[config.mk]
export PLATFORM = sky130hd
export DESIGN_NAME = keyword_hash_table_linear_probe_core
export DESIGN_NICKNAME = d
export VERILOG_FILES = /design/src/sv/kht_pkg.sv /design/src/sv/kht_front.sv /design/src/sv/kht_queue.sv /design/src/sv/kht_back.sv /design/src/sv/keyword_hash_table_linear_probe_core.sv
export VERILOG_INCLUDE_DIRS = /design/src /design/src/sv
export SDC_FILE = /design/constraint.sdc
export NUM_CORES = 2
export LEC_CHECK = 0
export BUFFER_PORTS_ARGS = -buffer_cell sky130_fd_sc_hd__buf_2
export CAP_MARGIN = 20
export CORE_MARGIN = 4
export CORE_UTILIZATION = 35
export CTS_CLUSTER_DIAMETER = 60
export DETAILED_ROUTE_END_ITERATION = 7
export GPL_TIMING_DRIVEN = 0
export SLEW_MARGIN = 5
export SYNTH_ARGS = -nofsm -noshare
export SYNTH_HDL_FRONTEND = slang
export SYNTH_HIERARCHICAL = 1
export SYNTH_SLANG_ARGS = --single-unit
[constraint.sdc]
create_clock -name clk -period 11.9 [get_ports clk]
set_input_delay 1.19 -clock clk [delete_from_list [all_inputs] [get_ports clk]]
set_output_delay 1.19 -clock clk [all_outputs]
set_load 0.05 [all_outputs]
[src/sv/keyword_hash_table_linear_probe_core_assert.svh]
// ---------------------------------------------------------------------------
// Keyword table assertion macros
// Concurrent assertion wrappers; they expand to nothing under SYNTHESIS.
// ---------------------------------------------------------------------------
`ifndef KEYWORD_HASH_TABLE_LINEAR_PROBE_CORE_ASSERT_SVH
`define KEYWORD_HASH_TABLE_LINEAR_PROBE_CORE_ASSERT_SVH

`ifndef SYNTHESIS
// Check on every clock edge outside reset
`define KHT_ASSERT(lbl, prop, msg) \
  lbl: assert property (@(posedge clk) disable iff (!rst_n) prop) else $error(msg);
// Check on every clock edge, reset included
`define KHT_ASSERT_ALWAYS(lbl, prop, msg) \
  lbl: assert property (@(posedge clk) prop) else $error(msg);
`else
`define KHT_ASSERT(lbl, prop, msg)
`define KHT_ASSERT_ALWAYS(lbl, prop, msg)
`endif

`endif

[src/sv/kht_pkg.sv]
// ---------------------------------------------------------------------------
// Keyword table package
// Sizes, operation and status codes, queue command type and hash tables.
// ---------------------------------------------------------------------------
package kht_pkg;

  // Table geometry
  localparam int TABLE_SIZE = 31;
  localparam int KEY_BYTES  = 8;
  localparam int TOKEN_BITS = 8;
  localparam int HASH_MULT  = 31;

  localparam int KEY_W   = 8 * KEY_BYTES;
  localparam int IDX_W   = $clog2(TABLE_SIZE);
  localparam int PC_W    = $clog2(TABLE_SIZE + 1);
  localparam int FCNT_W  = (KEY_BYTES > 1) ? $clog2(KEY_BYTES) : 1;

  // Port field widths
  localparam int MODE_W    = 2;
  localparam int KEYIN_W   = 64;
  localparam int TOKIN_W   = 8;
  localparam int STATUS_W  = 2;
  localparam int SLOT_W    = 5;
  localparam int TOKOUT_W  = 8;
  localparam int IN_DATA_W = 80;
  localparam int OUT_DATA_W = 16;

  // Command queue depth, power of two
  localparam int QDEPTH = 2;
  localparam int QPTR_W = $clog2(QDEPTH);
  localparam int QCNT_W = $clog2(QDEPTH + 1);

  typedef enum logic [MODE_W-1:0] {
    MODE_CLEAR  = 2'd0,
    MODE_INS_H  = 2'd1,
    MODE_INS    = 2'd2,
    MODE_LOOKUP = 2'd3
  } mode_t;

  typedef enum logic [STATUS_W-1:0] {
    ST_OK        = 2'd0,
    ST_NOT_FOUND = 2'd1,
    ST_FULL      = 2'd2
  } status_t;

  // Classified item passed from front to back
  typedef struct packed {
    mode_t                  mode;
    logic [KEY_W-1:0]       key;
    logic [TOKEN_BITS-1:0]  tok;
    logic                   hd;
    logic [IDX_W-1:0]       home;
    logic                   empty;
  } cmd_t;

  typedef logic [IDX_W-1:0] h31_tbl_t [TABLE_SIZE];
  typedef logic [IDX_W-1:0] cmod_tbl_t [256];

  // (h * 31) mod size for every h
  function automatic h31_tbl_t build_h31();
    h31_tbl_t t;
    for (int i = 0; i < TABLE_SIZE; i++) begin
      t[i] = IDX_W'((i * HASH_MULT) % TABLE_SIZE);
    end
    return t;
  endfunction

  // c mod size for every byte value
  function automatic cmod_tbl_t build_cmod();
    cmod_tbl_t t;
    for (int i = 0; i < 256; i++) begin
      t[i] = IDX_W'(i % TABLE_SIZE);
    end
    return t;
  endfunction

  localparam h31_tbl_t  H31_TBL  = build_h31();
  localparam cmod_tbl_t CMOD_TBL = build_cmod();

endpackage

[src/sv/kht_front.sv]
// ---------------------------------------------------------------------------
// Keyword table front end
// Accepts items, trims the key at its first zero byte and folds the hash
// one byte per cycle, then pushes a command into the queue.
// ---------------------------------------------------------------------------
module kht_front (
  input  logic                                 clk,
  input  logic                                 rst_n,
  input  logic                                 in_tvalid,
  output logic                                 in_tready,
  input  logic [kht_pkg::IN_DATA_W-1:0]        in_tdata,
  input  logic [kht_pkg::MODE_W-1:0]           in_tuser,
  output logic                                 push_valid,
  input  logic                                 push_ready,
  output kht_pkg::cmd_t                        push_cmd
);

  typedef enum logic [1:0] {F_IDLE, F_HASH, F_PUSH} fstate_t;

  fstate_t                          state_r, state_nxt;
  kht_pkg::mode_t                   mode_r, mode_nxt;
  logic [kht_pkg::KEY_W-1:0]        raw_r, raw_nxt;
  logic [kht_pkg::KEY_W-1:0]        shift_r, shift_nxt;
  logic [kht_pkg::TOKEN_BITS-1:0]   tok_r, tok_nxt;
  logic                             hd_r, hd_nxt;
  logic [kht_pkg::IDX_W-1:0]        h_r, h_nxt;
  logic [kht_pkg::KEY_BYTES-1:0]    mask_r, mask_nxt;
  logic [kht_pkg::KEY_BYTES-1:0]    pos_oh_r, pos_oh_nxt;
  logic [kht_pkg::FCNT_W-1:0]       cnt_r, cnt_nxt;

  logic [7:0]                       byte_c;
  logic [kht_pkg::IDX_W:0]          hsum;
  logic [kht_pkg::IDX_W-1:0]        hred;
  logic [kht_pkg::KEY_W-1:0]        key_m;

  // Hash step: (h*31 + c) mod size from two table reads and one subtract
  assign byte_c = shift_r[7:0];
  assign hsum   = {1'b0, kht_pkg::H31_TBL[h_r]} + {1'b0, kht_pkg::CMOD_TBL[byte_c]};
  assign hred   = (hsum >= (kht_pkg::IDX_W+1)'(kht_pkg::TABLE_SIZE)) ?
                  kht_pkg::IDX_W'(hsum - (kht_pkg::IDX_W+1)'(kht_pkg::TABLE_SIZE)) :
                  kht_pkg::IDX_W'(hsum);

  // Zero the bytes from the terminator on
  always_comb begin
    for (int i = 0; i < kht_pkg::KEY_BYTES; i++) begin
      key_m[i*8 +: 8] = mask_r[i] ? raw_r[i*8 +: 8] : 8'h00;
    end
  end

  assign in_tready  = (state_r == F_IDLE);
  assign push_valid = (state_r == F_PUSH);

  always_comb begin
    push_cmd.mode  = mode_r;
    push_cmd.key   = key_m;
    push_cmd.tok   = tok_r;
    push_cmd.hd    = hd_r;
    push_cmd.home  = h_r;
    push_cmd.empty = (mask_r == '0);
  end

  // Next state
  always_comb begin
    state_nxt  = state_r;
    mode_nxt   = mode_r;
    raw_nxt    = raw_r;
    shift_nxt  = shift_r;
    tok_nxt    = tok_r;
    hd_nxt     = hd_r;
    h_nxt      = h_r;
    mask_nxt   = mask_r;
    pos_oh_nxt = pos_oh_r;
    cnt_nxt    = cnt_r;
    case (state_r)
      F_IDLE: begin
        if (in_tvalid) begin
          mode_nxt   = kht_pkg::mode_t'(in_tuser);
          raw_nxt    = in_tdata[kht_pkg::KEY_W-1:0];
          shift_nxt  = in_tdata[kht_pkg::KEY_W-1:0];
          tok_nxt    = in_tdata[kht_pkg::KEYIN_W +: kht_pkg::TOKEN_BITS];
          hd_nxt     = in_tdata[kht_pkg::KEYIN_W + kht_pkg::TOKIN_W];
          h_nxt      = '0;
          mask_nxt   = '0;
          pos_oh_nxt = kht_pkg::KEY_BYTES'(1);
          cnt_nxt    = '0;
          state_nxt  = (kht_pkg::mode_t'(in_tuser) == kht_pkg::MODE_CLEAR) ? F_PUSH : F_HASH;
        end
      end
      F_HASH: begin
        if (byte_c != 8'h00) begin
          h_nxt    = hred;
          mask_nxt = mask_r | pos_oh_r;
        end
        shift_nxt  = shift_r >> 8;
        pos_oh_nxt = pos_oh_r << 1;
        cnt_nxt    = cnt_r + 1'b1;
        if (byte_c == 8'h00 || cnt_r == kht_pkg::FCNT_W'(kht_pkg::KEY_BYTES - 1)) begin
          state_nxt = F_PUSH;
        end
      end
      F_PUSH: begin
        if (push_ready) begin
          state_nxt = F_IDLE;
        end
      end
      default: state_nxt = F_IDLE;
    endcase
  end

  // Hold state and working registers
  always_ff @(posedge clk) begin
    if (!rst_n) begin
      state_r <= F_IDLE;
    end else begin
      state_r <= state_nxt;
    end
    mode_r   <= mode_nxt;
    raw_r    <= raw_nxt;
    shift_r  <= shift_nxt;
    tok_r    <= tok_nxt;
    hd_r     <= hd_nxt;
    h_r      <= h_nxt;
    mask_r   <= mask_nxt;
    pos_oh_r <= pos_oh_nxt;
    cnt_r    <= cnt_nxt;
  end

endmodule

[src/sv/kht_queue.sv]
// ---------------------------------------------------------------------------
// Keyword table command queue
// Short FIFO of classified commands between front and back ends.
// ---------------------------------------------------------------------------
module kht_queue (
  input  logic           clk,
  input  logic           rst_n,
  input  logic           push_valid,
  output logic           push_ready,
  input  kht_pkg::cmd_t  push_cmd,
  output logic           pop_valid,
  input  logic           pop_ready,
  output kht_pkg::cmd_t  pop_cmd
);

  kht_pkg::cmd_t               ent_r [kht_pkg::QDEPTH];
  logic [kht_pkg::QPTR_W-1:0]  wr_ptr_r, rd_ptr_r;
  logic [kht_pkg::QCNT_W-1:0]  cnt_r;
  logic                        do_push, do_pop;

  assign push_ready = (cnt_r != kht_pkg::QCNT_W'(kht_pkg::QDEPTH));
  assign pop_valid  = (cnt_r != '0);
  assign pop_cmd    = ent_r[rd_ptr_r];
  assign do_push    = push_valid && push_ready;
  assign do_pop     = pop_valid && pop_ready;

  // Store entries
  always_ff @(posedge clk) begin
    if (do_push) begin
      ent_r[wr_ptr_r] <= push_cmd;
    end
  end

  // Advance pointers and fill count
  always_ff @(posedge clk) begin
    if (!rst_n) begin
      wr_ptr_r <= '0;
      rd_ptr_r <= '0;
      cnt_r    <= '0;
    end else begin
      if (do_push) begin
        wr_ptr_r <= wr_ptr_r + 1'b1;
      end
      if (do_pop) begin
        rd_ptr_r <= rd_ptr_r + 1'b1;
      end
      if (do_push && !do_pop) begin
        cnt_r <= cnt_r + 1'b1;
      end else if (do_pop && !do_push) begin
        cnt_r <= cnt_r - 1'b1;
      end
    end
  end

endmodule

[src/sv/kht_back.sv]
// ---------------------------------------------------------------------------
// Keyword table back end
// Walks the slot memory from the home slot, one read per cycle, writes
// inserts and drives the registered result channel.
// ---------------------------------------------------------------------------
module kht_back (
  input  logic                                 clk,
  input  logic                                 rst_n,
  input  logic                                 pop_valid,
  output logic                                 pop_ready,
  input  kht_pkg::cmd_t                        pop_cmd,
  output logic                                 out_tvalid,
  input  logic                                 out_tready,
  output logic [kht_pkg::OUT_DATA_W-1:0]       out_tdata
);

  typedef enum logic [1:0] {B_IDLE, B_PROBE, B_DONE} bstate_t;

  typedef struct packed {
    logic [kht_pkg::KEY_W-1:0]      key;
    logic [kht_pkg::TOKEN_BITS-1:0] tok;
    logic                           hd;
  } entry_t;

  // Slot memory and valid bits
  entry_t                            mem [kht_pkg::TABLE_SIZE];
  logic [kht_pkg::TABLE_SIZE-1:0]    slot_valid_r;

  bstate_t                           state_r;
  kht_pkg::cmd_t                     cmd_r;
  logic [kht_pkg::IDX_W-1:0]         iss_idx_r;
  logic [kht_pkg::PC_W-1:0]          iss_cnt_r;
  logic [kht_pkg::PC_W-1:0]          cmp_cnt_r;
  logic                              rd_live_r;
  logic [kht_pkg::IDX_W-1:0]         rd_idx_r;
  logic                              rd_valid_r;
  entry_t                            rd_ent_r;
  kht_pkg::status_t                  res_status_r;
  logic [kht_pkg::IDX_W-1:0]         res_idx_r;
  logic [kht_pkg::TOKEN_BITS-1:0]    res_tok_r;
  logic                              res_hd_r;
  logic                              out_tvalid_r;
  logic [kht_pkg::OUT_DATA_W-1:0]    out_tdata_r;

  logic                              hit_c, last_c, issuing_c, wr_en_c;
  logic [kht_pkg::TOKEN_BITS-1:0]    wr_tok_c;
  logic                              wr_hd_c;
  logic [kht_pkg::IDX_W-1:0]         iss_idx_inc;

  assign pop_ready  = (state_r == B_IDLE);
  assign out_tvalid = out_tvalid_r;
  assign out_tdata  = out_tdata_r;

  // Compare stage: stop at an empty slot or the matching key
  assign hit_c     = rd_live_r && (!rd_valid_r || rd_ent_r.key == cmd_r.key);
  assign last_c    = rd_live_r &&
                     (cmp_cnt_r == kht_pkg::PC_W'(kht_pkg::TABLE_SIZE - 1));
  assign issuing_c = (state_r == B_PROBE) &&
                     (iss_cnt_r != kht_pkg::PC_W'(kht_pkg::TABLE_SIZE)) && !hit_c && !last_c;
  assign iss_idx_inc = (iss_idx_r == kht_pkg::IDX_W'(kht_pkg::TABLE_SIZE - 1)) ?
                       '0 : iss_idx_r + 1'b1;

  // Insert data: plain insert keeps an old id and drops the handler
  assign wr_en_c  = (state_r == B_PROBE) && hit_c && (cmd_r.mode != kht_pkg::MODE_LOOKUP);
  assign wr_tok_c = (cmd_r.mode == kht_pkg::MODE_INS_H) ? cmd_r.tok :
                    (rd_valid_r ? rd_ent_r.tok : '0);
  assign wr_hd_c  = (cmd_r.mode == kht_pkg::MODE_INS_H) ? cmd_r.hd : 1'b0;

  // Slot memory: one write port, one registered read port
  always_ff @(posedge clk) begin
    if (wr_en_c) begin
      mem[rd_idx_r] <= '{key: cmd_r.key, tok: wr_tok_c, hd: wr_hd_c};
    end
    rd_ent_r <= mem[iss_idx_r];
  end

  // Control state, valid bits and result registers
  always_ff @(posedge clk) begin
    if (!rst_n) begin
      state_r      <= B_IDLE;
      slot_valid_r <= '0;
      rd_live_r    <= 1'b0;
      out_tvalid_r <= 1'b0;
    end else begin
      rd_live_r <= issuing_c;
      // Drop a taken result; B_DONE reloads the register itself
      if (out_tvalid_r && out_tready && state_r != B_DONE) begin
        out_tvalid_r <= 1'b0;
      end
      case (state_r)
        B_IDLE: begin
          if (pop_valid) begin
            cmd_r     <= pop_cmd;
            iss_idx_r <= pop_cmd.home;
            iss_cnt_r <= '0;
            cmp_cnt_r <= '0;
            res_idx_r <= '0;
            res_tok_r <= '0;
            res_hd_r  <= 1'b0;
            if (pop_cmd.mode == kht_pkg::MODE_CLEAR) begin
              slot_valid_r <= '0;
              res_status_r <= kht_pkg::ST_OK;
              state_r      <= B_DONE;
            end else if (pop_cmd.empty) begin
              res_status_r <= kht_pkg::ST_NOT_FOUND;
              state_r      <= B_DONE;
            end else begin
              state_r <= B_PROBE;
            end
          end
        end
        B_PROBE: begin
          if (issuing_c) begin
            iss_idx_r <= iss_idx_inc;
            iss_cnt_r <= iss_cnt_r + 1'b1;
          end
          if (hit_c) begin
            state_r <= B_DONE;
            if (cmd_r.mode == kht_pkg::MODE_LOOKUP) begin
              if (rd_valid_r) begin
                res_status_r <= kht_pkg::ST_OK;
                res_idx_r    <= rd_idx_r;
                res_tok_r    <= rd_ent_r.tok;
                res_hd_r     <= rd_ent_r.hd;
              end else begin
                res_status_r <= kht_pkg::ST_NOT_FOUND;
              end
            end else begin
              slot_valid_r[rd_idx_r] <= 1'b1;
              res_status_r <= kht_pkg::ST_OK;
              res_idx_r    <= rd_idx_r;
              res_tok_r    <= wr_tok_c;
              res_hd_r     <= wr_hd_c;
            end
          end else if (last_c) begin
            state_r      <= B_DONE;
            res_status_r <= (cmd_r.mode == kht_pkg::MODE_LOOKUP) ?
                            kht_pkg::ST_NOT_FOUND : kht_pkg::ST_FULL;
          end else if (rd_live_r) begin
            cmp_cnt_r <= cmp_cnt_r + 1'b1;
          end
        end
        B_DONE: begin
          if (!out_tvalid_r || out_tready) begin
            out_tvalid_r <= 1'b1;
            out_tdata_r  <= {res_hd_r,
                             kht_pkg::TOKOUT_W'(res_tok_r),
                             kht_pkg::SLOT_W'(res_idx_r),
                             res_status_r};
            state_r      <= B_IDLE;
          end
        end
        default: state_r <= B_IDLE;
      endcase
    end
    // Read stage bookkeeping
    rd_idx_r   <= iss_idx_r;
    rd_valid_r <= slot_valid_r[iss_idx_r];
  end

endmodule

[src/sv/keyword_hash_table_linear_probe_core.sv]
// ---------------------------------------------------------------------------
// Keyword hash table, linear probing
// Open-addressed keyword table: clear, insert, insert without handler and
// lookup on keys of up to eight bytes, one result per item.
// ---------------------------------------------------------------------------
//  Channel  Ports                     Contents
//  in       in_tvalid/tready/tdata/   mode in tuser; key, token id, handler
//           tuser                     flag in tdata
//  out      out_tvalid/tready/tdata   status, slot index, token id, handler
//
//  Front end: an accept state, a hash step per key byte up to the
//  terminator (at most KEY_BYTES), then a push state. Back end: a pop from
//  the queue, a probe walk from the home slot (one slot memory read per
//  cycle) and a result step. Front and back overlap through a 2-entry
//  command queue. Reset (synchronous, rst_n low) empties the table at once
//  through the valid bits; there is no clearing pass. A stalled result
//  holds the back end while the front end keeps filling the queue.
// ---------------------------------------------------------------------------
`include "keyword_hash_table_linear_probe_core_assert.svh"

module keyword_hash_table_linear_probe_core (
  input  logic                               clk,
  input  logic                               rst_n,
  input  logic                               in_tvalid,
  output logic                               in_tready,
  // [63:0] key_chars, [71:64] token_id, [72] has_handler, [79:73] zero
  input  logic [kht_pkg::IN_DATA_W-1:0]      in_tdata,
  // [1:0] mode
  input  logic [kht_pkg::MODE_W-1:0]         in_tuser,
  output logic                               out_tvalid,
  input  logic                               out_tready,
  // [1:0] status, [6:2] slot_index, [14:7] found_token_id, [15] found_handler
  output logic [kht_pkg::OUT_DATA_W-1:0]     out_tdata
);

  logic           fe_push_valid, q_push_ready;
  kht_pkg::cmd_t  fe_cmd;
  logic           q_pop_valid, be_pop_ready;
  kht_pkg::cmd_t  q_cmd;

  // Accept and classify
  kht_front u_front (
    .clk        (clk),
    .rst_n      (rst_n),
    .in_tvalid  (in_tvalid),
    .in_tready  (in_tready),
    .in_tdata   (in_tdata),
    .in_tuser   (in_tuser),
    .push_valid (fe_push_valid),
    .push_ready (q_push_ready),
    .push_cmd   (fe_cmd)
  );

  // Decouple front from back
  kht_queue u_queue (
    .clk        (clk),
    .rst_n      (rst_n),
    .push_valid (fe_push_valid),
    .push_ready (q_push_ready),
    .push_cmd   (fe_cmd),
    .pop_valid  (q_pop_valid),
    .pop_ready  (be_pop_ready),
    .pop_cmd    (q_cmd)
  );

  // Probe, update and answer
  kht_back u_back (
    .clk        (clk),
    .rst_n      (rst_n),
    .pop_valid  (q_pop_valid),
    .pop_ready  (be_pop_ready),
    .pop_cmd    (q_cmd),
    .out_tvalid (out_tvalid),
    .out_tready (out_tready),
    .out_tdata  (out_tdata)
  );

  `KHT_ASSERT(a_front_holds_push, fe_push_valid && !q_push_ready |=> fe_push_valid, "front dropped a command while the queue was full")
  `KHT_ASSERT(a_busy_after_accept, in_tvalid && in_tready |=> !in_tready, "front accepted a transaction while busy")
  `KHT_ASSERT(a_miss_fields_zero, out_tvalid && out_tdata[1:0] != kht_pkg::ST_OK |-> out_tdata[15:2] == '0, "failed result carries nonzero fields")
  `KHT_ASSERT_ALWAYS(a_reset_no_result, !rst_n |=> !out_tvalid, "result valid after reset")

endmodule

==> insert_results.sql <==
INSERT INTO impl_metrics (metric_group, metric, value, unit) VALUES
('power', 'power.ir.vdd_worst', '0.1738', 'mV'),
('route', 'routed_wl', '298.0', 'mm'),
('floorplanning', 'die_w', '563.7', 'um'),
('power', 'power.sequential.fraction', '0.467', ''),
('sta', 'timing.final.crit_share', '0.5772', ''),
('sta', 'totalNegativeSetupSlack', '0', 'ns'),
('finish', 'drive_gt1_frac', '0.3272', ''),
('global_route', 'global_route_congestion_overflow_total', '0', ''),
('yosys', 'synthesis.instances', '5015', ''),
('finish', 'fin_cells', '10270', ''),
('power', 'power_leakage', '41.84', 'nW'),
('setup_path', 'cp_cell_sequence', 'xnor2_1, nand4_1, nor4_1, and4_1, o21ai_1, clkbuf_1, nor4_2, buf_4, buf_4, buf_4, buf_4, buf_4, buf_4, buf_4', ''),
('clock_network', 'cts.htree.levels', '5', ''),
('setup_path', 'required', '12.53', 'ns'),
('sta', 'min_period', '6.869', 'ns'),
('global_route', 'maximum_number_of_pins_on_one_net_before_global_route_repair', '44', ''),
('finish', 'area_growth', '18.58', '%'),
('min_path', 'worstHoldPathType', 'register to register', ''),
('route', 'route.vias.total', '55250', ''),
('status', 'run_status', 'finished clean', ''),
('yosys', 'async_flop_share', '0', ''),
('clock_network', 'cts.sink_count', '2831', ''),
('yosys', 'synth_warnings', '6', ''),
('route', 'wl_met2', '141.5', 'mm'),
('finish', 'multi_input_area', '23210', 'sq um'),
('placement', 'place.port_buffers', '96', ''),
('power', 'total_power_consumption_of_the_routed_design', '26.55', 'mW'),
('route', 'detail_route.first_pass.iterations', '6', ''),
('yosys', 'synth-seq-area-share', '0.7754', ''),
('route', 'vias_per_cell', '5.381', ''),
('yosys', 'synth-edff-count', '2710', ''),
('setup_path', 'worst_ep_arrival_time', '7.50', 'ns'),
('route', 'wl_per_cell', '29.03', 'um'),
('placement', 'post-place-cells', '9709', ''),
('sta', 'maxSlewHeadroom', '0.1888', ''),
('sta', 'grt_setup_unrepaired', 'no', ''),
('route', 'initialDrtViolationCount', '7200', ''),
('route', 'drt_drc_violations_left', '0', ''),
('setup_path', 'worst_path_largest_cell_delay', '1.07', 'ns'),
('clock_network', 'root_buffer', 'sky130_fd_sc_hd__clkbuf_16', ''),
('placement', 'post-dp-hpwl', '209.9', 'mm'),
('finish', 'utilization', '0.4180', ''),
('floorplanning', 'rows', '203', ''),
('yosys', 'yosysUniqueCellTypes', '74', ''),
('clock_network', 'post_cts_buffers', '0', ''),
('floorplanning', 'die_height', '563.7', 'um'),
('floorplanning', 'start_util', '0.3525', ''),
('route', 'maxUsedRoutingLayer', 'met5', ''),
('yosys', 'yosys_register_bits', '2831', ''),
('setup_path', 'critical_path.endpoint_type', 'register', ''),
('power', 'power_frac_clock', '0.342', ''),
('job', 'number_of_max_capacitance_violations_reported', '0', ''),
('yosys', 'synth_nets', '5124', ''),
('global_route', 'global_route_wire_length_before_repair', '418.0', 'mm'),
('power', 'netSwitchingFraction', '0.2742', ''),
('yosys', 'synthesis.area', '108100', 'sq um'),
('setup_path', 'worst_setup_path_start_kind', 'register', ''),
('power', 'pwr-share-comb', '0.191', ''),
('floorplanning', 'floorplan.io_pins', '104', ''),
('placement', 'gpl.final_weighted_congestion', '0.8546', ''),
('setup_path', 'worst-path-buf-inv', '8', ''),
('finish', 'fillerInstances', '26540', ''),
('setup_path', 'critical_path.slowest_cell', 'sky130_fd_sc_hd__xnor2_1', ''),
('setup_path', 'gate_family_responsible_for_the_most_delay_along_the_worst_path', 'simple AND/OR/NAND/NOR gates', ''),
('clock_network', 'ctsHoldBuffers', '0', ''),
('route', 'wirelength_met1', '119.8', 'mm'),
('route', 'met3RoutedLength', '27.04', 'mm'),
('sta', 'setup_viol', '0', ''),
('sta', 'worst_clock_skew_on_the_final_layout', '0.05771', 'ns'),
('route', 'detail-route-antenna-nets', '0', ''),
('clock_network', 'tritoncts_clock_tree', 'built', '');
cells in the final DEF (no fill, tap or decap), types with 20 or more instances in the layout:
cell,netlist,final
sky130_fd_sc_hd__edfxtp_1,2710,2710
sky130_fd_sc_hd__mux4_2,659,659
sky130_fd_sc_hd__buf_4,12,423
sky130_fd_sc_hd__nand2_1,335,335
sky130_fd_sc_hd__clkbuf_16,0,309
sky130_fd_sc_hd__clkbuf_1,126,185
sky130_fd_sc_hd__buf_2,85,182
sky130_fd_sc_hd__mux2_2,156,156
sky130_fd_sc_hd__dfxtp_1,121,121
sky130_fd_sc_hd__and2_1,97,97
sky130_fd_sc_hd__o21ai_0,91,91
sky130_fd_sc_hd__mux2i_1,89,89
sky130_fd_sc_hd__buf_6,9,76
sky130_fd_sc_hd__xnor2_1,69,69
sky130_fd_sc_hd__nor2_1,65,64
sky130_fd_sc_hd__nand3_1,54,54
sky130_fd_sc_hd__o21ai_1,47,47
sky130_fd_sc_hd__clkinv_1,1,46
sky130_fd_sc_hd__clkinv_2,0,40
sky130_fd_sc_hd__buf_1,26,25
sky130_fd_sc_hd__a21oi_1,25,25
sky130_fd_sc_hd__ha_1,23,23
sky130_fd_sc_hd__bufinv_16,0,21
sky130_fd_sc_hd__nand4_1,21,21
sky130_fd_sc_hd__buf_16,0,20
layer usage:
layer | global-route usage | vias up
met5 | 0 | -
met4 | 0.05991 | 4
met3 | 0.03859 | 483
met2 | 0.2943 | 2811
met1 | 0.2556 | 29440
li1 | - | 22510
per-stage QoR:
stage	worst slack (ns)	instance area, sq um
finish	5.031	128100
global route	4.906	128100
CTS	5.189	127600
detailed placement	5.236	118200
global placement	-14.34	113700
floorplan	1.743	108100
power groups by stage:
| stage | clock network, mW | registers [mW] | logic, mW |
|---|---|---|---|
| 2_1_floorplan | 0 | 12.4 | 3.04 |
| 3_3_place_gp | 0 | 12.7 | 4.81 |
| 4_1_cts | 9.23 | 12.5 | 4.96 |
| 6_report | 9.07 | 12.4 | 5.08 |
| 3_5_place_dp | 0 | 12.7 | 4.93 |
| 5_1_grt | 9.68 | 12.5 | 5.34 |
registers in the layout (all words and copies together) (netlist names), 8 cells and up, named ones only:
name                 cells
u_back/rd_ent_r         73
u_back/slot_valid_r     31
u_back/res_tok_r         8
u_back/out_tdata        16
u_front/tok_r            8
u_front/raw_r           64
u_front/mask_r           8
u_queue/ent_r          162
u_front/shift_r         64
u_front/pos_oh_r         8
u_back/mem            2263
u_back/cmd_r            75
cell usage after synthesis (18+ instances only):
master / number / area share
sky130_fd_sc_hd__edfxtp_1: 2710 / 0.75
sky130_fd_sc_hd__mux4_2: 659 / 0.14
sky130_fd_sc_hd__nand2_1: 335 / 0.012
sky130_fd_sc_hd__mux2_2: 156 / 0.016
sky130_fd_sc_hd__clkbuf_1: 126 / 0.0044
sky130_fd_sc_hd__dfxtp_1: 121 / 0.022
sky130_fd_sc_hd__and2_1: 97 / 0.0056
sky130_fd_sc_hd__o21ai_0: 91 / 0.0042
sky130_fd_sc_hd__mux2i_1: 89 / 0.0082
sky130_fd_sc_hd__buf_2: 85 / 0.0039
sky130_fd_sc_hd__xnor2_1: 69 / 0.0056
sky130_fd_sc_hd__nor2_1: 65 / 0.0023
sky130_fd_sc_hd__nand3_1: 54 / 0.0025
sky130_fd_sc_hd__o21ai_1: 47 / 0.0022
sky130_fd_sc_hd__buf_1: 26 / 0.00090
sky130_fd_sc_hd__a21oi_1: 25 / 0.0012
sky130_fd_sc_hd__ha_1: 23 / 0.0027
sky130_fd_sc_hd__nand4_1: 21 / 0.0012
sky130_fd_sc_hd__nor4_1: 20 / 0.0012
sky130_fd_sc_hd__inv_1: 18 / 0.00063
sky130_fd_sc_hd__nor3_1: 18 / 0.00083
kinds of logic (layout without fill, tap and decap cells):
family / count (synthesis) / in the layout / synth area share
AOI/OAI and AO/OA: 232 / 232 / 0.01291
xor gates and xnor gates: 74 / 74 / 0.005997
adders and majority gates: 27 / 27 / 0.003045
buffers and inverters: 278 / 1419 / 0.01172
DFF: 2831 / 2831 / 0.7754
muxes: 904 / 904 / 0.1618
other: 0 / 11 / 0
and+or+nand+nor: 669 / 669 / 0.02906
path summary, 6_finish.rpt:
| path | start | end | depth (start not counted) |
|---|---|---|---|
| max | u_back/cmd_r[33] | u_back/mem[16][39] | 14 |
| min | u_back/iss_idx_r[4] | u_back/rd_idx_r[4] | 0 |
| max reg2reg | u_back/cmd_r[33] | u_back/mem[16][39] | 14 |
| min reg2reg | u_back/iss_idx_r[4] | u_back/rd_idx_r[4] | 0 |
layout make-up:
cell class,count,share of cell area
well taps,4100,0.04003
plain buffers,259,0.009412
flip-flops and latches,2831,0.6539
inverters,19,0.0006151
clock inverters,132,0.009725
clock buffers,394,0.06424
diodes,11,0.0002148
repair buffers,615,0.04067
multi-input cells,1906,0.1812
(Power assumes the default switching activity.)
